<file path="src/design/polygon_area_convexity_bbox_core_defines.svh">
// Assertion macros shared by the polygon area, convexity and box core.
`ifndef POLYGON_AREA_CONVEXITY_BBOX_CORE_DEFINES_SVH
`define POLYGON_AREA_CONVEXITY_BBOX_CORE_DEFINES_SVH

// The enclosing module must have clk and arst_n in scope.
// The consequent must hold in the same cycle as the antecedent.
`define PACB_ASSERT_IMPLIES(lbl, ante, cons, msg) \
	lbl: assert property (@(posedge clk) disable iff (!arst_n) (ante) |-> (cons)) \
		else $error(msg);

// The consequent must hold in the cycle after the antecedent.
`define PACB_ASSERT_NEXT(lbl, ante, cons, msg) \
	lbl: assert property (@(posedge clk) disable iff (!arst_n) (ante) |=> (cons)) \
		else $error(msg);

// The condition must never hold.
`define PACB_ASSERT_NEVER(lbl, cond, msg) \
	lbl: assert property (@(posedge clk) disable iff (!arst_n) !(cond)) \
		else $error(msg);

`endif

</file>
<file path="src/design/pacb_pkg.sv">
// Shared widths, item types and arithmetic helpers for the polygon core.
`default_nettype none

package pacb_pkg;

	// coordinate and arithmetic widths
	localparam int COORD_W = 24;
	localparam int DIFF_W = COORD_W + 1;
	localparam int PROD_W = 2 * DIFF_W;
	localparam int CROSS_W = PROD_W + 1;
	localparam int AREA_W = 58;
	localparam int EPS_W = 20;

	// vertex count
	localparam int MAX_VERTICES = 64;
	localparam int COUNT_W = $clog2(MAX_VERTICES + 1);

	// queue sizes (powers of two)
	localparam int JQ_DEPTH = 4;
	localparam int JQ_PTR_W = $clog2(JQ_DEPTH);
	localparam int JQ_CNT_W = $clog2(JQ_DEPTH + 1);
	localparam int RB_DEPTH = 2;
	localparam int RB_PTR_W = $clog2(RB_DEPTH);
	localparam int RB_CNT_W = $clog2(RB_DEPTH + 1);

	typedef logic signed [COORD_W-1:0] coord_t;
	typedef logic signed [DIFF_W-1:0]  diff_t;
	typedef logic signed [PROD_W-1:0]  prod_t;
	typedef logic signed [CROSS_W-1:0] cross_t;
	typedef logic signed [AREA_W-1:0]  area_t;
	typedef logic [COUNT_W-1:0]        count_t;

	// running turn extremes start at the widest values
	localparam cross_t TURN_HI = {1'b0, {(CROSS_W-1){1'b1}}};
	localparam cross_t TURN_LO = {1'b1, {(CROSS_W-1){1'b0}}};

	// operands of one cross product a x b
	typedef struct packed {
		diff_t ax;
		diff_t ay;
		diff_t bx;
		diff_t by;
	} xpair_t;

	typedef struct packed {
		coord_t min_x;
		coord_t min_y;
		coord_t max_x;
		coord_t max_y;
	} box_t;

	// classified vertex, front to back
	typedef struct packed {
		xpair_t area;
		xpair_t turn_mid;
		xpair_t turn_last;
		xpair_t turn_first;
		logic   turn_mid_v;
		logic   turn_end_v;
		logic   enough;
		logic   final_v;
		box_t   box;
		count_t count;
		logic   ovf;
	} job_t;

	typedef struct packed {
		prod_t ab;
		prod_t ba;
	} pprod_t;

	// registered products of one vertex
	typedef struct packed {
		pprod_t area;
		pprod_t turn_mid;
		pprod_t turn_last;
		pprod_t turn_first;
		logic   turn_mid_v;
		logic   turn_end_v;
		logic   enough;
		logic   final_v;
		box_t   box;
		count_t count;
		logic   ovf;
	} prods_t;

	// closing totals of one polygon
	typedef struct packed {
		area_t  area;
		cross_t tmin;
		cross_t tmax;
		logic   enough;
		box_t   box;
		count_t count;
		logic   ovf;
	} totals_t;

	typedef struct packed {
		logic [AREA_W-1:0] twice_area;
		logic   was_clockwise;
		logic   convex;
		box_t   box;
		count_t count;
		logic   ovf;
	} result_t;

	function automatic diff_t diff(input coord_t a, input coord_t b);
		diff = DIFF_W'(a) - DIFF_W'(b);
	endfunction

	function automatic prod_t mul(input diff_t a, input diff_t b);
		mul = a * b;
	endfunction

	function automatic cross_t cross_of(input pprod_t p);
		cross_of = CROSS_W'(p.ab) - CROSS_W'(p.ba);
	endfunction

endpackage

`default_nettype wire

</file>
<file path="src/design/pacb_front.sv">
// Front part: takes vertices, keeps the polygon window, box and count, builds jobs.
`default_nettype none

module pacb_front
	import pacb_pkg::*;
(
	input  logic   clk,
	input  logic   arst_n,
	input  coord_t vertex_x,
	input  coord_t vertex_y,
	input  logic   final_vertex,
	input  logic   push,
	input  logic   q_full,
	output logic   job_push,
	output job_t   job
);

	coord_t first_x_q, first_y_q, second_x_q, second_y_q;
	coord_t older_x_q, older_y_q, recent_x_q, recent_y_q;
	box_t   box_q;
	count_t cnt_q;
	logic   ovf_q;

	logic   n_zero;
	logic   n_ge2;
	logic   below_max;
	box_t   box_d;
	count_t cnt_d;
	logic   ovf_d;

	assign job_push  = push && !q_full;
	assign n_zero    = (cnt_q == '0);
	assign n_ge2     = (cnt_q >= COUNT_W'(2));
	assign below_max = (cnt_q < COUNT_W'(MAX_VERTICES));
	assign cnt_d     = below_max ? cnt_q + 1'b1 : cnt_q;
	assign ovf_d     = ovf_q || !below_max;

	// running bounding box
	always_comb begin
		if (n_zero) begin
			box_d = '{min_x: vertex_x, min_y: vertex_y, max_x: vertex_x, max_y: vertex_y};
		end else begin
			box_d.min_x = (vertex_x < box_q.min_x) ? vertex_x : box_q.min_x;
			box_d.min_y = (vertex_y < box_q.min_y) ? vertex_y : box_q.min_y;
			box_d.max_x = (vertex_x > box_q.max_x) ? vertex_x : box_q.max_x;
			box_d.max_y = (vertex_y > box_q.max_y) ? vertex_y : box_q.max_y;
		end
	end

	// cross product operands for this vertex
	always_comb begin
		job = '0;
		if (!n_zero) begin
			job.area.ax = diff(recent_x_q, first_x_q);
			job.area.ay = diff(recent_y_q, first_y_q);
			job.area.bx = diff(vertex_x, first_x_q);
			job.area.by = diff(vertex_y, first_y_q);
		end
		// turn at the previous vertex
		job.turn_mid.ax = diff(recent_x_q, older_x_q);
		job.turn_mid.ay = diff(recent_y_q, older_y_q);
		job.turn_mid.bx = diff(vertex_x, older_x_q);
		job.turn_mid.by = diff(vertex_y, older_y_q);
		// wrap-around turns at the last and first vertices
		job.turn_last.ax  = diff(vertex_x, recent_x_q);
		job.turn_last.ay  = diff(vertex_y, recent_y_q);
		job.turn_last.bx  = diff(first_x_q, recent_x_q);
		job.turn_last.by  = diff(first_y_q, recent_y_q);
		job.turn_first.ax = diff(first_x_q, vertex_x);
		job.turn_first.ay = diff(first_y_q, vertex_y);
		job.turn_first.bx = diff(second_x_q, vertex_x);
		job.turn_first.by = diff(second_y_q, vertex_y);
		job.turn_mid_v = n_ge2;
		job.turn_end_v = n_ge2 && final_vertex;
		job.enough     = n_ge2;
		job.final_v    = final_vertex;
		job.box        = box_d;
		job.count      = cnt_d;
		job.ovf        = ovf_d;
	end

	// polygon window; cleared after the closing vertex
	always_ff @(posedge clk or negedge arst_n) begin
		if (!arst_n) begin
			first_x_q  <= '0;
			first_y_q  <= '0;
			second_x_q <= '0;
			second_y_q <= '0;
			older_x_q  <= '0;
			older_y_q  <= '0;
			recent_x_q <= '0;
			recent_y_q <= '0;
			box_q      <= '0;
			cnt_q      <= '0;
			ovf_q      <= 1'b0;
		end else if (job_push) begin
			if (final_vertex) begin
				first_x_q  <= '0;
				first_y_q  <= '0;
				second_x_q <= '0;
				second_y_q <= '0;
				older_x_q  <= '0;
				older_y_q  <= '0;
				recent_x_q <= '0;
				recent_y_q <= '0;
				box_q      <= '0;
				cnt_q      <= '0;
				ovf_q      <= 1'b0;
			end else begin
				if (n_zero) begin
					first_x_q <= vertex_x;
					first_y_q <= vertex_y;
				end
				if (cnt_q == COUNT_W'(1)) begin
					second_x_q <= vertex_x;
					second_y_q <= vertex_y;
				end
				older_x_q  <= recent_x_q;
				older_y_q  <= recent_y_q;
				recent_x_q <= vertex_x;
				recent_y_q <= vertex_y;
				box_q      <= box_d;
				cnt_q      <= cnt_d;
				ovf_q      <= ovf_d;
			end
		end
	end

endmodule

`default_nettype wire

</file>
<file path="config.mk">
export PLATFORM = sky130hd
export DESIGN_NAME = pacb_front
export DESIGN_NICKNAME = d
export VERILOG_FILES = /design/src/design/polygon_area_convexity_bbox_core_defines.svh /design/src/design/pacb_pkg.sv /design/src/design/pacb_front.sv
export SDC_FILE = /design/constraint.sdc
export NUM_CORES = 2
export LEC_CHECK = 0
export BUFFER_PORTS_ARGS = -buffer_cell sky130_fd_sc_hd__buf_2
export CAP_MARGIN = 20
export CORE_UTILIZATION = 54
export CTS_CLUSTER_DIAMETER = 80
export CTS_CLUSTER_SIZE = 8
export DETAILED_ROUTE_END_ITERATION = 8
export PLACE_DENSITY_LB_ADDON = 0.1
export SYNTH_ARGS = -nofsm -noshare
export SYNTH_HDL_FRONTEND = slang
export SYNTH_SLANG_ARGS = --single-unit
</file>
<file path="constraint.sdc">
create_clock -name clk -period 2.6 [get_ports clk]
set_clock_uncertainty 0.1 [all_clocks]
set_input_delay 0.13 -clock clk [delete_from_list [all_inputs] [get_ports clk]]
set_output_delay 0.13 -clock clk [all_outputs]
set_load 0.005 [all_outputs]
</file>
==> results of run 1 <==
==> repair_timing <==
item | CTS
hold endpoints to repair | 350
pin swaps | 298
cloned | 13
setup buffers | 138
gates resized for setup | 775
hold buffers | 35
endpoints found under the setup margin | 534
==> Yosys cell counts, types with 11 or more instances <==
library cell / instances
o21bai_1: 53
a22o_1: 71
a211o_1: 14
clkbuf_1: 136
and4_1: 12
a21o_1: 176
o31a_1: 23
or3_1: 29
o21a_1: 58
buf_2: 26
nand2_1: 344
o2bb2ai_1: 33
a221oi_1: 17
nand2b_1: 76
xor2_1: 79
nand4_1: 33
nor3_1: 85
ha_1: 482
nand3_1: 75
o31ai_1: 70
inv_1: 397
a31o_2: 14
a21boi_0: 15
a31oi_1: 26
o21ai_1: 64
and3_1: 33
nor2b_1: 61
mux2i_1: 39
o21ai_0: 302
or2_2: 15
fa_1: 16
a211oi_1: 43
a22oi_1: 46
o22ai_1: 12
and2_1: 22
nor2_1: 306
xnor2_1: 198
o211ai_1: 21
buf_1: 21
dfrtp_1: 296
o311ai_0: 11
a21oi_1: 317
==> layer usage <==
| metal | GRT usage | GRT overflow |
|---|---|---|
| met5 | 0.6023 | 11 |
| met4 | 0.9672 | 576 |
| met3 | 0.7725 | 63 |
| met2 | 1.041 | 890 |
| met1 | 0.8515 | 58 |
==> logic make-up after synthesis <==
kind of cell	Yosys count
simple gates	1140
mux	42
xor+xnor	277
compound gates	1517
fa+ha+maj	498
flops	296
buf+inv	590
==> per-stage QoR <==
step | hold WS (ns) | setup TNS (ns)
global placement | -0.007062 | -120.84
floorplan | -0.2656 | -0.2456
detailed placement | -0.002630 | -136.47
CTS | 0.001316 | -306.86
==> impl_metrics.json, run 1 <==
{
  "status": "stopped before the end",
  "synthAdderAreaFrac": 0.1841,
  "synth.distinct_cells": 93,
  "pre_cts_ws_ns": -0.7345,
  "synth_simple_gate_area_frac": 0.1567,
  "die_x_um": 254.7,
  "postSynthCellCount": 4360,
  "yosys.area.top_type": "dfrtp_1",
  "placed_cell_area_mm2": 0.04665,
  "cts_sinks": 296,
  "synth_top_area_share": 0.2147,
  "start_util": 0.5468,
  "grt_overflow": 1598,
  "synth-seq-cells": 296,
  "synth_edf_count": 0,
  "cts_buffers": 44,
  "worst-ep-kind": "primary output",
  "post-place-cells": 6707,
  "fp.dieH_um": 254.7,
  "ys.flop_type": "dfrtp_1",
  "crit_endpoint": "job[282]",
  "cts_max_path_buffers": 3,
  "clockRootBuffer": "clkbuf_16",
  "ys_async_sr_fraction": 1.000,
  "synth_compound_area_frac": 0.2954,
  "synthMuxAreaShare": 0.01230,
  "syn_area_mm2": 0.03449,
  "boundaryPins": 562,
  "synth_top_family_by_area": "compound AO/OA/AOI/OAI gates",
  "yosysSeqAreaShare": 0.2147,
  "toolErrorMsg": "[ERROR GRT-0232] Routing congestion too high. Check the congestion heatmap in the GUI.",
  "h-tree-depth": 2,
  "lastStage": "global routing",
  "yosys_warnings": 0,
  "syn_avg_cell_area_um2": 7.911,
  "grt_max_degree": 139,
  "post-dp-hpwl_um": 116900,
  "num_rows": 92,
  "ys_top_cells_by_area": "dfrtp_1, ha_1, xnor2_1, a21oi_1, o21ai_0",
  "routabilityCongestion": 1.028,
  "portBuffers": 561,
  "synth_fp_nets": 4911,
  "synth_xor_area_frac": 0.07034,
  "grt.total_usage": 0.8957
}
==> run 2: changes to the inputs <==
Settings changed: CORE_UTILIZATION 54 to 40, CTS_CLUSTER_DIAMETER 80 to default, CTS_CLUSTER_SIZE 8 to default, PLACE_DENSITY_LB_ADDON 0.1 to 0.15.
Clock period 2.6 ns to 3.4 ns, I/O delays scaled along.
==> run 2 against run 1 <==
Effect of this change: the flow now finishes, with violations (setup timing); synthesized cell count unchanged; synthesized area unchanged.
==> impl_metrics.json, run 2 <==
{
  "grt_pass1_vias": 38140,
  "hold_path.class": "in -> reg",
  "layout-drive-gt1-share": 0.4071,
  "critPathLaunch": "recent_y_q[0]",
  "slowest_stage": "o311a_4",
  "die-area_mm2": 0.08741,
  "post-dp-hpwl_um": 122400,
  "min_period_over_period": 1.134,
  "syn2layout_area_growth_pct": 51.33,
  "die_x_um": 295.7,
  "fin_ws_ns": -0.4549,
  "ff2ff_path_depth": 15,
  "vias": 39040,
  "final_net_count": 6032,
  "postSynthCellCount": 4360,
  "largest_register_ff_count": 96,
  "fmax_mhz": 259.4,
  "final_cell_mix": "buf_4, buf_2, ha_1",
  "routabilityCongestion": 0.9682,
  "synth.distinct_cells": 93,
  "crit_chain": "buf_6 -> buf_6 -> ha_4 -> fa_2 -> nor2b_4 -> o21ai_4 -> a21boi_2 -> o311a_4 -> o211ai_1 -> a41oi_1 -> buf_4 -> a211oi_4 -> xnor2_1 -> buf_2",
  "multi_input_area_mm2": 0.03104,
  "r2r_slack_ns": 0.22,
  "fp.dieH_um": 295.7,
  "antenna_found_initial": 4,
  "start_util": 0.4045,
  "n_fill_cell": 7465,
  "drc_errors": 0,
  "drv_slew": 0,
  "post-place-cells": 6274,
  "synth_fp_nets": 4911,
  "portBuffers": 561,
  "ys.flop_type": "dfrtp_1",
  "period_minus_slack_ns": 3.855,
  "yosysMostFrequentCell": "ha_1",
  "boundaryPins": 562,
  "status": "complete, but fails checks",
  "syn_avg_cell_area_um2": 7.911,
  "reg2reg_to": "box_q[32]",
  "clockRootBuffer": "clkbuf_16",
  "routed_wl_um": 165100,
  "seqCellArea_mm2": 0.007425,
  "crit_end": "job[230]",
  "grt.total_usage": 0.3564,
  "worstPathArrival_ns": 3.58,
  "drv_cap": 0,
  "setup_viol": 188,
  "antenna_left": 0,
  "synth_top_area_share": 0.2147,
  "critical-path-max-stage-delay_ns": 0.42,
  "viasPerCell": 5.872,
  "clkSlewWorstSetupHoldPaths_ns": 0.06,
  "endpoint_kind": "output port",
  "ys_top_cells_by_area": "dfrtp_1, ha_1, xnor2_1, a21oi_1, o21ai_0",
  "path_max_fanout": 4,
  "synth-seq-cells": 296,
  "cts_buffers": 39,
  "pre_cts_ws_ns": -0.1029,
  "syn_area_mm2": 0.03449,
  "grt_overflow": 0,
  "drt_first_iter_violations": 2693,
  "yosys.area.top_type": "dfrtp_1",
  "grt_max_degree": 89,
  "cts_tree": "done",
  "insertion_delay_ns": 0.58,
  "synthTopCellsByCount": "ha_1, inv_1, nand2_1, a21oi_1, nor2_1",
  "path_class": "reg -> out",
  "power_density_mw_per_mm2": 667.8,
  "cp.required_ns": 3.13,
  "crit_top_cell": "buf_6",
  "ys_async_sr_fraction": 1.000,
  "h-tree-depth": 2,
  "ir_drop_v": 0.0003533,
  "num_rows": 107,
  "tns_ns": -27.85,
  "synth_edf_count": 0,
  "rsz0062_at_grt": "yes",
  "mostFrequentLayoutCell": "buf_4",
  "violations": "setup timing",
  "grt_pass1_wl_um": 235800,
  "fin_util": 0.6121,
  "slew_headroom": 0.3254,
  "wl_per_cell_um": 24.83,
  "drt_pre_antenna_iters": 8,
  "cts_max_path_buffers": 3,
  "worst_pin_slew_ns": 1.012,
  "regMostFlops": "box_q",
  "cp-start-kind": "register",
  "cts_sinks": 296,
  "instances_no_fill": 6649,
  "yosys_warnings": 0,
  "hold_viol_final": 0,
  "rr_startpoint": "box_q[29]",
  "coreArea_mm2": 0.08528,
  "leakagePower_nw": 24.12,
  "power.total_mw": 34.86,
  "yosysSeqAreaShare": 0.2147
}
## run 2: cell counts after synthesis
Identical to the previous run, type by type.
## run 2: layout make-up
cell class,count,area share
Tap cell,1144,0.02742
Clock inverter,9,0.001966
Multi-Input combinational cell,3475,0.5947
Timing Repair Buffer,1272,0.1833
Sequential cell,296,0.1422
Inverter,397,0.02936
Antenna cell,2,0.00009588
Clock buffer,54,0.02093
## run 2: kinds of logic (layout without fill, tap and decap cells)
group,Yosys count,after routing,share of synthesized area
AND/OR/NAND/NOR,1140,1140,0.1567
flip-flops,296,296,0.2147
XOR/XNOR,277,277,0.07034
multiplexers,42,42,0.01230
adder cells (fa/ha/maj),498,498,0.1841
AO/OA/AOI/OAI,1517,1518,0.2954
buffers and inverters,590,1732,0.06635
other,0,2,0
## run 2: timing repair
action / 4_1_cts / 5_1_grt
buffers inserted: 179 / 159
gates resized for setup: 966 / 533
setup endpoints to repair: 308 / 309
endpoints found under the hold margin: 102 / 0
hold buffers: 15 / 0
gates cloned: 10 / 10
pin swaps: 313 / 364
## run 2: worst max-delay path, delay by kind of cell (launching register included)
family / cells / cell delay [ns]
AND/OR/NAND/NOR: 1 / 0.06
buffers and inverters: 4 / 0.57
adder cells (fa/ha/maj): 2 / 0.39
XOR/XNOR: 1 / 0.16
flip-flops: 1 / 0.38
AO/OA/AOI/OAI: 6 / 1.45
## run 2: stage by stage
stage / cell area, um2 / hold WS (ns)
after global routing: 52190 / 0.01358
after global placement: 41200 / 0.1956
final: 52200 / 0.03036
after CTS: 48680 / 0.006698
after detailed placement: 41200 / 0.2008
after floorplan: 34490 / -0.2256
## run 2: power breakdown
part	switching (mW)	internal, mW	total (mW)
clock	1.76	2.38	4.14
combinational	14.0	12.0	26.0
sequential	0.568	4.17	4.74
total	16.3	18.5	34.9
## run 2: worst min-delay path by stage
stage | start | end | slack (ns) | cells after the start
finish | vertex_y[19] | second_y_q[19] | 0.03 | 3
global route | vertex_x[23] | first_x_q[23] | 0.01 | 2
CTS | vertex_y[17] | first_y_q[17] | 0.007 | 3
detailed placement | arst_n | second_y_q[21] | 0.20 | 1
global placement | arst_n | second_y_q[21] | 0.20 | 1
floorplan | arst_n | box_q[0] | -0.23 | 0
## run 2: routing by layer
layer / routed length [um] / track usage
met5: 13 / 0
met4: 11180 / 0.1856
met3: 10320 / 0.03965
met2: 80280 / 0.6272
met1: 63270 / 0.4258
(Power assumes the default switching activity.)
