<file path="config.mk">
export PLATFORM = sky130hd
export DESIGN_NAME = pacb_job_q
export DESIGN_NICKNAME = d
export VERILOG_FILES = /design/src/design/pacb_pkg.sv /design/src/design/pacb_job_q.sv
export VERILOG_INCLUDE_DIRS = /design/src /design/src/design
export SDC_FILE = /design/constraint.sdc
export NUM_CORES = 1
export LEC_CHECK = 0
export ABC_AREA = 0
export BUFFER_PORTS_ARGS = -buffer_cell sky130_fd_sc_hd__buf_4
export CORE_AREA = 5 5 399 401
export CTS_BUF_LIST = sky130_fd_sc_hd__clkbuf_8 sky130_fd_sc_hd__clkbuf_16
export DETAILED_ROUTE_END_ITERATION = 10
export DIE_AREA = 0 0 404 406
export HOLD_SLACK_MARGIN = 0.15
export PLACE_DENSITY_LB_ADDON = 0.15
export SYNTH_ARGS = -nofsm -noshare
export SYNTH_HDL_FRONTEND = slang
export SYNTH_SLANG_ARGS = --single-unit
</file>
<file path="constraint.sdc">
create_clock -name clk -period 32.4 [get_ports clk]
set_clock_uncertainty 0.05 [all_clocks]
set_input_delay 3.24 -clock clk [delete_from_list [all_inputs] [get_ports clk]]
set_output_delay 3.24 -clock clk [all_outputs]
set_load 0.005 [all_outputs]
</file>
<file path="src/design/polygon_area_convexity_bbox_core_defines.svh">
// Assertion macros shared by the polygon area, convexity and box core.
`ifndef POLYGON_AREA_CONVEXITY_BBOX_CORE_DEFINES_SVH
`define POLYGON_AREA_CONVEXITY_BBOX_CORE_DEFINES_SVH

// The enclosing module must have clk and arst_n in scope.
// The consequent must hold in the same cycle as the antecedent.
`define PACB_ASSERT_IMPLIES(lbl, ante, cons, msg) \
	lbl: assert property (@(posedge clk) disable iff (!arst_n) (ante) |-> (cons)) \
		else $error(msg);

// The consequent must hold in the cycle after the antecedent.
`define PACB_ASSERT_NEXT(lbl, ante, cons, msg) \
	lbl: assert property (@(posedge clk) disable iff (!arst_n) (ante) |=> (cons)) \
		else $error(msg);

// The condition must never hold.
`define PACB_ASSERT_NEVER(lbl, cond, msg) \
	lbl: assert property (@(posedge clk) disable iff (!arst_n) !(cond)) \
		else $error(msg);

`endif

</file>
<file path="src/design/pacb_pkg.sv">
// Shared widths, item types and arithmetic helpers for the polygon core.
`default_nettype none

package pacb_pkg;

	// coordinate and arithmetic widths
	localparam int COORD_W = 24;
	localparam int DIFF_W = COORD_W + 1;
	localparam int PROD_W = 2 * DIFF_W;
	localparam int CROSS_W = PROD_W + 1;
	localparam int AREA_W = 58;
	localparam int EPS_W = 20;

	// vertex count
	localparam int MAX_VERTICES = 64;
	localparam int COUNT_W = $clog2(MAX_VERTICES + 1);

	// queue sizes (powers of two)
	localparam int JQ_DEPTH = 4;
	localparam int JQ_PTR_W = $clog2(JQ_DEPTH);
	localparam int JQ_CNT_W = $clog2(JQ_DEPTH + 1);
	localparam int RB_DEPTH = 2;
	localparam int RB_PTR_W = $clog2(RB_DEPTH);
	localparam int RB_CNT_W = $clog2(RB_DEPTH + 1);

	typedef logic signed [COORD_W-1:0] coord_t;
	typedef logic signed [DIFF_W-1:0]  diff_t;
	typedef logic signed [PROD_W-1:0]  prod_t;
	typedef logic signed [CROSS_W-1:0] cross_t;
	typedef logic signed [AREA_W-1:0]  area_t;
	typedef logic [COUNT_W-1:0]        count_t;

	// running turn extremes start at the widest values
	localparam cross_t TURN_HI = {1'b0, {(CROSS_W-1){1'b1}}};
	localparam cross_t TURN_LO = {1'b1, {(CROSS_W-1){1'b0}}};

	// operands of one cross product a x b
	typedef struct packed {
		diff_t ax;
		diff_t ay;
		diff_t bx;
		diff_t by;
	} xpair_t;

	typedef struct packed {
		coord_t min_x;
		coord_t min_y;
		coord_t max_x;
		coord_t max_y;
	} box_t;

	// classified vertex, front to back
	typedef struct packed {
		xpair_t area;
		xpair_t turn_mid;
		xpair_t turn_last;
		xpair_t turn_first;
		logic   turn_mid_v;
		logic   turn_end_v;
		logic   enough;
		logic   final_v;
		box_t   box;
		count_t count;
		logic   ovf;
	} job_t;

	typedef struct packed {
		prod_t ab;
		prod_t ba;
	} pprod_t;

	// registered products of one vertex
	typedef struct packed {
		pprod_t area;
		pprod_t turn_mid;
		pprod_t turn_last;
		pprod_t turn_first;
		logic   turn_mid_v;
		logic   turn_end_v;
		logic   enough;
		logic   final_v;
		box_t   box;
		count_t count;
		logic   ovf;
	} prods_t;

	// closing totals of one polygon
	typedef struct packed {
		area_t  area;
		cross_t tmin;
		cross_t tmax;
		logic   enough;
		box_t   box;
		count_t count;
		logic   ovf;
	} totals_t;

	typedef struct packed {
		logic [AREA_W-1:0] twice_area;
		logic   was_clockwise;
		logic   convex;
		box_t   box;
		count_t count;
		logic   ovf;
	} result_t;

	function automatic diff_t diff(input coord_t a, input coord_t b);
		diff = DIFF_W'(a) - DIFF_W'(b);
	endfunction

	function automatic prod_t mul(input diff_t a, input diff_t b);
		mul = a * b;
	endfunction

	function automatic cross_t cross_of(input pprod_t p);
		cross_of = CROSS_W'(p.ab) - CROSS_W'(p.ba);
	endfunction

endpackage

`default_nettype wire

</file>
<file path="src/design/pacb_job_q.sv">
// Short queue of classified vertices between the front and back parts.
`default_nettype none
`include "polygon_area_convexity_bbox_core_defines.svh"

module pacb_job_q
	import pacb_pkg::*;
(
	input  logic clk,
	input  logic arst_n,
	input  logic q_push,
	input  job_t q_in,
	output logic q_full,
	input  logic q_pop,
	output job_t q_head,
	output logic q_empty
);

	job_t                mem_q [JQ_DEPTH];
	logic [JQ_PTR_W-1:0] wr_ptr_q;
	logic [JQ_PTR_W-1:0] rd_ptr_q;
	logic [JQ_CNT_W-1:0] cnt_q;
	logic                do_push;
	logic                do_pop;

	assign q_full  = (cnt_q == JQ_CNT_W'(JQ_DEPTH));
	assign q_empty = (cnt_q == '0);
	assign do_push = q_push && !q_full;
	assign do_pop  = q_pop && !q_empty;
	assign q_head  = mem_q[rd_ptr_q];

	// storage
	always_ff @(posedge clk) begin
		if (do_push) begin
			mem_q[wr_ptr_q] <= q_in;
		end
	end

	// pointers and fill level
	always_ff @(posedge clk or negedge arst_n) begin
		if (!arst_n) begin
			wr_ptr_q <= '0;
			rd_ptr_q <= '0;
			cnt_q    <= '0;
		end else begin
			if (do_push) begin
				wr_ptr_q <= wr_ptr_q + 1'b1;
			end
			if (do_pop) begin
				rd_ptr_q <= rd_ptr_q + 1'b1;
			end
			if (do_push && !do_pop) begin
				cnt_q <= cnt_q + 1'b1;
			end else if (do_pop && !do_push) begin
				cnt_q <= cnt_q - 1'b1;
			end
		end
	end

	`PACB_ASSERT_NEVER(a_jq_bound, cnt_q > JQ_CNT_W'(JQ_DEPTH), "job queue overfilled")
	`PACB_ASSERT_IMPLIES(a_jq_ptr_match, cnt_q == '0, rd_ptr_q == wr_ptr_q, "job queue pointers disagree when empty")

endmodule

`default_nettype wire

</file>
==> metrics.md, run 1 <==
| Metric | Value |
|---|---|
| Mapped Nets | `roughly 3,200` |
| Num Clock Sinks | `about 2,000` |
| Root Driver | `clkbuf_16` |
| Most frequent cell after synthesis | `edfxtp_1` |
| Placed inst area | `around 85,000 µm²` |
| Final Critical Period | `8436 ps` |
| Wire per inst | `a little under 30 µm` |
| Gp weighted congestion | `roughly 0.77` |
| Final period util | `a little over a quarter` |
| R2r worst-path depth | `6` |
| Warnings, synthesis | `0` |
| GRT overflow | `0` |
| Post-Place Worst Slack | `24,600 ps` |
| Core box area | `roughly 160,000 µm²` |
| Mapped Cells | `approximately 2,700` |
| WL met2 | `around 88,000 µm` |
| Final HPWL DP | `~120,000 µm` |
| Vias/cell | `5.579` |
| Yosys top cell by area | `edfxtp_1` |
| Drt pass-1 iters | `5` |
| Post-CTS sizing | `0` |
| Count of cell types in the netlist | `22` |
| Initial core utilization | `between 40 and 50%` |
| Fmax | `~120 MHz` |
| Clock network fraction of design power | `27.4%` |
| Pwr Total | `around 8.4 mW` |
| Share of cells above drive strength 1 | `between 30% and 40%` |
| Die Wd | `404 µm` |
| Antenna violations before repair | `44` |
| Yosys top cell area share | `between 80% and 90%` |
| Final Hold Fails | `0` |
| ANT nets after route | `0` |
| Leading post-synthesis cells by cell area | `edfxtp_1 (81%), mux4_1 (16%), mux4_2 (1.8%), buf_6 (0.76%), buf_2 (0.29%)` |
| Clock latency on the worst-skew pair | `between 800 and 900 ps` |
| Slew Viols, Final | `0` |
| Status | `finished clean` |
| CP Capture Type | `output port` |
| Setup TNS Final | `0 ps` |
| Least-Margin Pin Slew | `between 900 and 1000 ps` |
| Power Density | `91.02 nW/µm²` |
| Synthesized area | `75,490 µm²` |
| Die Ht | `just over 400 µm` |
| Final setup fails | `0` |
| DR iter-0 viols | `between 2,000 and 3,000` |
| Vias | `34,080` |
| Post-CTS setup buffers | `0` |
| Final Net Count | `between 4,000 and 5,000` |
| P_int | `between 6 and 7 mW` |
| Clk buf depth | `3` |
| Req. time, crit path | `just under 30,000 ps` |
| Largest net degree at the start of global routing | `140` |
| Vias in the first global route | `between 30,000 and 40,000` |
| Buffers added on ports | `about 1,000` |
| Max_slew headroom | `34.36%` |
| Final WL | `about 180,000 µm` |
| Layout area overhead | `21.82%` |
| Fillers | `11,080` |
| Post-synth EDFFs | `2,032` |
| Most common flop cell mapped by yosys | `edfxtp_1` |
| DRC | `0` |
| Worst Hold Path Cells | `1` |
| RSZ-0062 raised after global routing | `false` |
| Uppermost routed layer | `met5` |
| Seq cells post-synth | `2,039` |
| H-Tree Depth | `4` |
| Post-synthesis sequential area ratio | `between 80% and 90%` |
| NetSw | `about 2.4 mW` |
| CP max FO | `about 50` |
| Post-CTS Hold Fix Bufs | `0` |
| VDD IR max | `around 0.000065 V` |
| Post-synth ARST share | `0.3433%` |
| First-pass GRT wire length | `between 200,000 and 250,000 µm` |
| Met3 wire length | `16,410 µm` |
| Total CTS buffers | `204` |
| Row count | `around 150` |
| Reg power frac | `42.9%` |
| Avg Cell Area, Syn | `28.06 µm²` |
| Final worst slack | `23,960 ps` |
| CTS tree | `yes` |
| Setup Crit Path Kind | `reg2out` |
| Die area | `164,000 µm²` |
| Crit path DAT | `5150 ps` |
| Aggregate global-route resource usage | `21.21%` |
| IO Pins | `about 1,000` |
| Clk pin slew, worst setup/hold paths | `60 ps` |
| Crit path launch type | `flop` |
| Max-cap viol count | `0` |
| Tightest Hold Check Type | `reg2reg` |
| Commonest cells post-synth | `edfxtp_1 (2,032), mux4_1 (448), mux4_2 (60)` |
| Post-route cell area | `91,960 µm²` |
| WL met1 | `approximately 66,000 µm` |
| Lkg Pwr | `32.50 nW` |
| Switch share | `28.15%` |
| Combinational group share of total power | `29.7%` |
-- sequential cells by signal (all words and copies together) (netlist names) --
signal / count
cnt_q: 3
mem_q: 2032
rd_ptr_q: 2
wr_ptr_q: 2
-- stage by stage --
stage                     utilization, %  hold WS, ps  cells
final                              59.22        433.1   6108
after global placement             54.89        427.2   5700
after detailed placement           54.89        429.0   5700
after CTS                          59.16        438.8   6075
after global routing               59.19        453.5   6095
after floorplan                        -        397.1   2690
-- worst paths after layout --
| path | from | to | slack [ps] |
|---|---|---|---|
| worst max-delay path | rd_ptr_q[0]$_DFFE_PN0P_ | q_head[433] | 23960 |
| max in group asynchronous | arst_n | rd_ptr_q[0]$_DFFE_PN0P_ | 29970 |
| worst min register to register | cnt_q[2]$_DFFE_PN0P_ | cnt_q[2]$_DFFE_PN0P_ | 430 |
| worst max register to register | cnt_q[2]$_DFFE_PN0P_ | mem_q[2][85]$_DFFE_PP_ | 27450 |
| worst min-delay path | cnt_q[2]$_DFFE_PN0P_ | cnt_q[2]$_DFFE_PN0P_ | 430 |
| min in group asynchronous | arst_n | rd_ptr_q[1]$_DFFE_PN0P_ | 2190 |
-- worst max-delay path, stage by stage (launching register included) --
cell     delay, ps
dfrtp_4        860
buf_4          780
buf_4          810
buf_4          820
mux4_1         710
buf_4          180
-- layer usage --
layer / track usage [%] / vias to the layer above
li1: - / 14590
met3: 8.252 / 289
met2: 34.49 / 1151
met4: 8.442 / 24
met5: 0 / -
met1: 25.79 / 18020
-- cells in the final DEF (no fill, tap or decap), drive strengths merged --
master	Yosys	final
and2	4	4
buf	104	1067
bufinv	0	23
clkbuf	11	210
clkinv	0	77
clkinvlp	0	5
dfrtp	7	7
diode	0	33
edfxtp	2032	2032
fa	1	1
ha	5	5
inv	4	64
mux2	2	2
mux4	508	508
nand2	1	1
nand3	1	1
nor2	1	1
nor2b	1	1
nor3b	1	1
or3	1	1
xnor2	4	4
xor2	2	2
-- cells by family (layout without fill, tap and decap cells) --
group | after synthesis | in the layout | share of synthesized area (%)
buffers and inverters | 119 | 1446 | 1.270
other | 0 | 33 | 0
xor gates and xnor gates | 6 | 6 | 0.06961
and+or+nand+nor | 10 | 10 | 0.07624
muxes | 510 | 510 | 17.41
DFF | 2039 | 2039 | 81.06
adders and majority gates | 6 | 6 | 0.1094
-- power by group through the flow --
stage / logic (mW) / registers, mW / clock network [mW]
after detailed placement: 2.54 / 3.65 / 0
final: 2.48 / 3.59 / 2.30
after floorplan: 1.26 / 3.91 / 0
after global routing: 2.62 / 3.63 / 2.47
after CTS: 2.55 / 3.60 / 2.36
after global placement: 2.54 / 3.63 / 0
-- area by class of cell --
type / instances / area [µm²] / area share [%]
clock buffer: 210 / 5233 / 5.690
tap: 2058 / 2575 / 2.800
multi-input combinational: 532 / 13350 / 14.51
inverter: 4 / 15.01 / 0.01633
timing repair buffer: 1067 / 8098 / 8.806
sequential: 2039 / 61200 / 66.55
clock inverter: 165 / 1409 / 1.532
antenna: 33 / 82.58 / 0.08980
Power figures use the tool's default switching activity.
==> run 2, diff against run 1 <==
- clock period: 32.4 -> 7.4 ns (I/O delays scaled with it)
==> run 2 against run 1 <==
Sequential power increased to 4.4 times the previous value; via count rose by 5.4%; global-route usage is 0.42 points higher; critical path depth is 2 lower; routed wire length is 2.2% higher; clock power grew to 4.1 times the previous value; cell area up 5.3%; worst setup slack worse by 21000 ps; non-clock buffer count increased by 509; sequential cell count unchanged; utilization up 3.1 points; final cell count rose by 8.4%; critical endpoint is now q_head[122]; highest routed layer unchanged.
==> metrics.md, run 2 (synthesized netlist as in run 1, its figures left out) <==
| Metric | Value |
|---|---|
| Clock latency on the worst-skew pair | `770 ps (-40 ps)` |
| DR iter-0 viols | `2,453 (-2.9%)` |
| Die area | `164,000 µm² (unchanged)` |
| Aggregate global-route resource usage | `21.63% (+0.42 points)` |
| Final Critical Period | `4279 ps` |
| Drt pass-1 iters | `5 (unchanged)` |
| Worst path max stage delay | `1120 ps (+260 ps)` |
| CP max FO | `64 (+31%)` |
| Buffers added on ports | `1,021 (unchanged)` |
| Final HPWL DP | `115,300 µm (-0.78%)` |
| Tightest Hold Check Type | `in2async` |
| Post-CTS setup buffers | `0 (unchanged)` |
| Die Ht | `406 µm (unchanged)` |
| Max_slew headroom | `28.85% (-5.5 points)` |
| VDD IR max | `0.0003683 V (+460%)` |
| CP cell instances | `buf_4 > mux4_1 > buf_4` |
| Max FFs per register | `2,032 (unchanged)` |
| Vias | `35,900 (+5.4%)` |
| Pwr Total | `36.46 mW (+340%)` |
| Clk pin slew, worst setup/hold paths | `60 ps (about the same)` |
| Commonest non-fill, non-tap cell in the layout | `edfxtp_1` |
| Least-Margin Pin Slew | `1067 ps (+82.66 ps)` |
| Vias/cell | `5.424 (-2.8%)` |
| Post-CTS Hold Fix Bufs | `510 (+510)` |
| R2r worst-path depth | `6 (unchanged)` |
| Final Hold Fails | `0 (unchanged)` |
| Final Net Count | `4,874 (+12%)` |
| DRC | `0 (unchanged)` |
| Lkg Pwr | `34.49 nW (+6.1%)` |
| IO Pins | `1,022 (unchanged)` |
| Post-route cell area | `96,790 µm² (+5.3%)` |
| Post-Place Worst Slack | `3445 ps (-21,160 ps)` |
| Crit path DAT | `3490 ps (-1660 ps)` |
| Fillers | `10,680 (-3.6%)` |
| Status | `finished clean` |
| Top Registers | `mem_q: 2032 flops, cnt_q: 3 flops` |
| GRT overflow | `0 (unchanged)` |
| Final worst slack | `3121 ps (-20,840 ps)` |
| CP Capture Type | `output port` |
| Vias in the first global route | `36,970 (+7.0%)` |
| Setup TNS Final | `0 ps (unchanged)` |
| Largest net degree at the start of global routing | `127 (-9.3%)` |
| Reg with most FFs | `mem_q` |
| First-pass GRT wire length | `256,900 µm (+3.5%)` |
| RSZ-0062 raised after global routing | `false` |
| Req. time, crit path | `6610 ps (-22,500 ps)` |
| Area taken by flip-flops and latches | `61,200 µm² (unchanged)` |
| Initial core utilization | `48.61% (unchanged)` |
| Post-CTS sizing | `0 (unchanged)` |
| Final period util | `around 58%` |
| Reg2Reg Setup Slack | `3690 ps (-23,760 ps)` |
| Slew Viols, Final | `0 (unchanged)` |
| Crit path launch type | `flop` |
| Final setup fails | `0 (unchanged)` |
| Wire per inst | `27.49 µm (-5.7%)` |
| Cell mode on critical path | `buf_4` |
| CTS tree | `yes` |
| Total CTS buffers | `203 (-0.49%)` |
| Slowest CP cell | `dfrtp_4` |
| Gp weighted congestion | `0.7555 (-1.6%)` |
| Setup Crit Path Kind | `reg2out` |
| Crit Reg-Reg Endpoint | `mem_q[3][479]$_DFFE_PP_` |
| Area of the multi-input gates | `13,350 µm² (unchanged)` |
| R2R Path Start | `cnt_q[2]$_DFFE_PN0P_` |
| Die Wd | `404 µm (unchanged)` |
| Power Density | `376.7 nW/µm² (+310%)` |
| Clk buf depth | `3 (unchanged)` |
| Fmax | `between 200 and 250 MHz` |
| Antenna violations before repair | `51 (+16%)` |
| Root Driver | `clkbuf_16` |
| Max-cap viol count | `0 (unchanged)` |
| Row count | `145 (unchanged)` |
| Layout area overhead | `28.21%` |
| Final WL | `182,000 µm (+2.2%)` |
| H-Tree Depth | `4 (unchanged)` |
| Core box area | `155,300 µm² (unchanged)` |
| Num Clock Sinks | `2,039 (unchanged)` |
| Placed inst area | `85,340 µm² (+0.12%)` |
| ANT nets after route | `0 (unchanged)` |
| Most frequent cells in the layout | `edfxtp_1 (2,032), buf_4 (1,050), dlygate4sd3_1 (510)` |
| Share of cells above drive strength 1 | `31.09% (-3.9 points)` |
[run 2: area by class of cell]
| type | count | area share [%] |
|---|---|---|
| antenna | 40 | 0.1034 |
| clock buffer | 211 | 5.420 |
| clock inverter | 160 | 1.029 |
| inverter | 4 | 0.01551 |
| multi-input combinational | 532 | 13.79 |
| sequential | 2039 | 63.23 |
| tap | 2058 | 2.660 |
| timing repair buffer | 1576 | 13.75 |
[run 2: worst max-delay path: cells and delay by family, from the launching register on]
kind	cells	cell delay, ps
buf+inv	2	990
flops	1	1120
mux	1	480
[run 2: power by group]
group          internal (mW)  total (mW)  switching [mW]
clock network           5.34        9.52            4.18
registers               15.2        15.7           0.492
logic                   5.40        11.2            5.80
[run 2: worst max-delay path by stage]
stage / startpoint / endpoint / slack [ps] / cells after the start
2_1_floorplan: q_push / mem_q[0][0]$_DFFE_PP_ / -420 / 3
3_3_place_gp: q_push / mem_q[3][17]$_DFFE_PP_ / 3450 / 5
3_5_place_dp: q_push / mem_q[3][450]$_DFFE_PP_ / 3450 / 5
4_1_cts: rd_ptr_q[1]$_DFFE_PN0P_ / q_head[122] / 3010 / 3
5_1_grt: rd_ptr_q[1]$_DFFE_PN0P_ / q_head[122] / 2980 / 3
6_report: rd_ptr_q[1]$_DFFE_PN0P_ / q_head[122] / 3120 / 3
[run 2: per-stage QoR]
| step | hold WS, ps | instances | utilization, % |
|---|---|---|---|
| 2_1_floorplan | 394.4 | 2690 | - |
| 3_3_place_gp | 443.5 | 5699 | 54.95 |
| 3_5_place_dp | 436.0 | 5699 | 54.95 |
| 4_1_cts | 347.7 | 6580 | 62.26 |
| 5_1_grt | 354.0 | 6602 | 62.30 |
| 6_report | 429.7 | 6620 | 62.32 |
[run 2: routing by layer]
metal / global-route usage, % / part of all wire, % / vias to the layer above
met3: 7.773 / 8.7 / 326
met4: 8.148 / 4.1 / 26
met2: 35.52 / 49 / 1193
met5: 0 / 0.10 / -
li1: - / - / 15600
met1: 26.64 / 38 / 18760
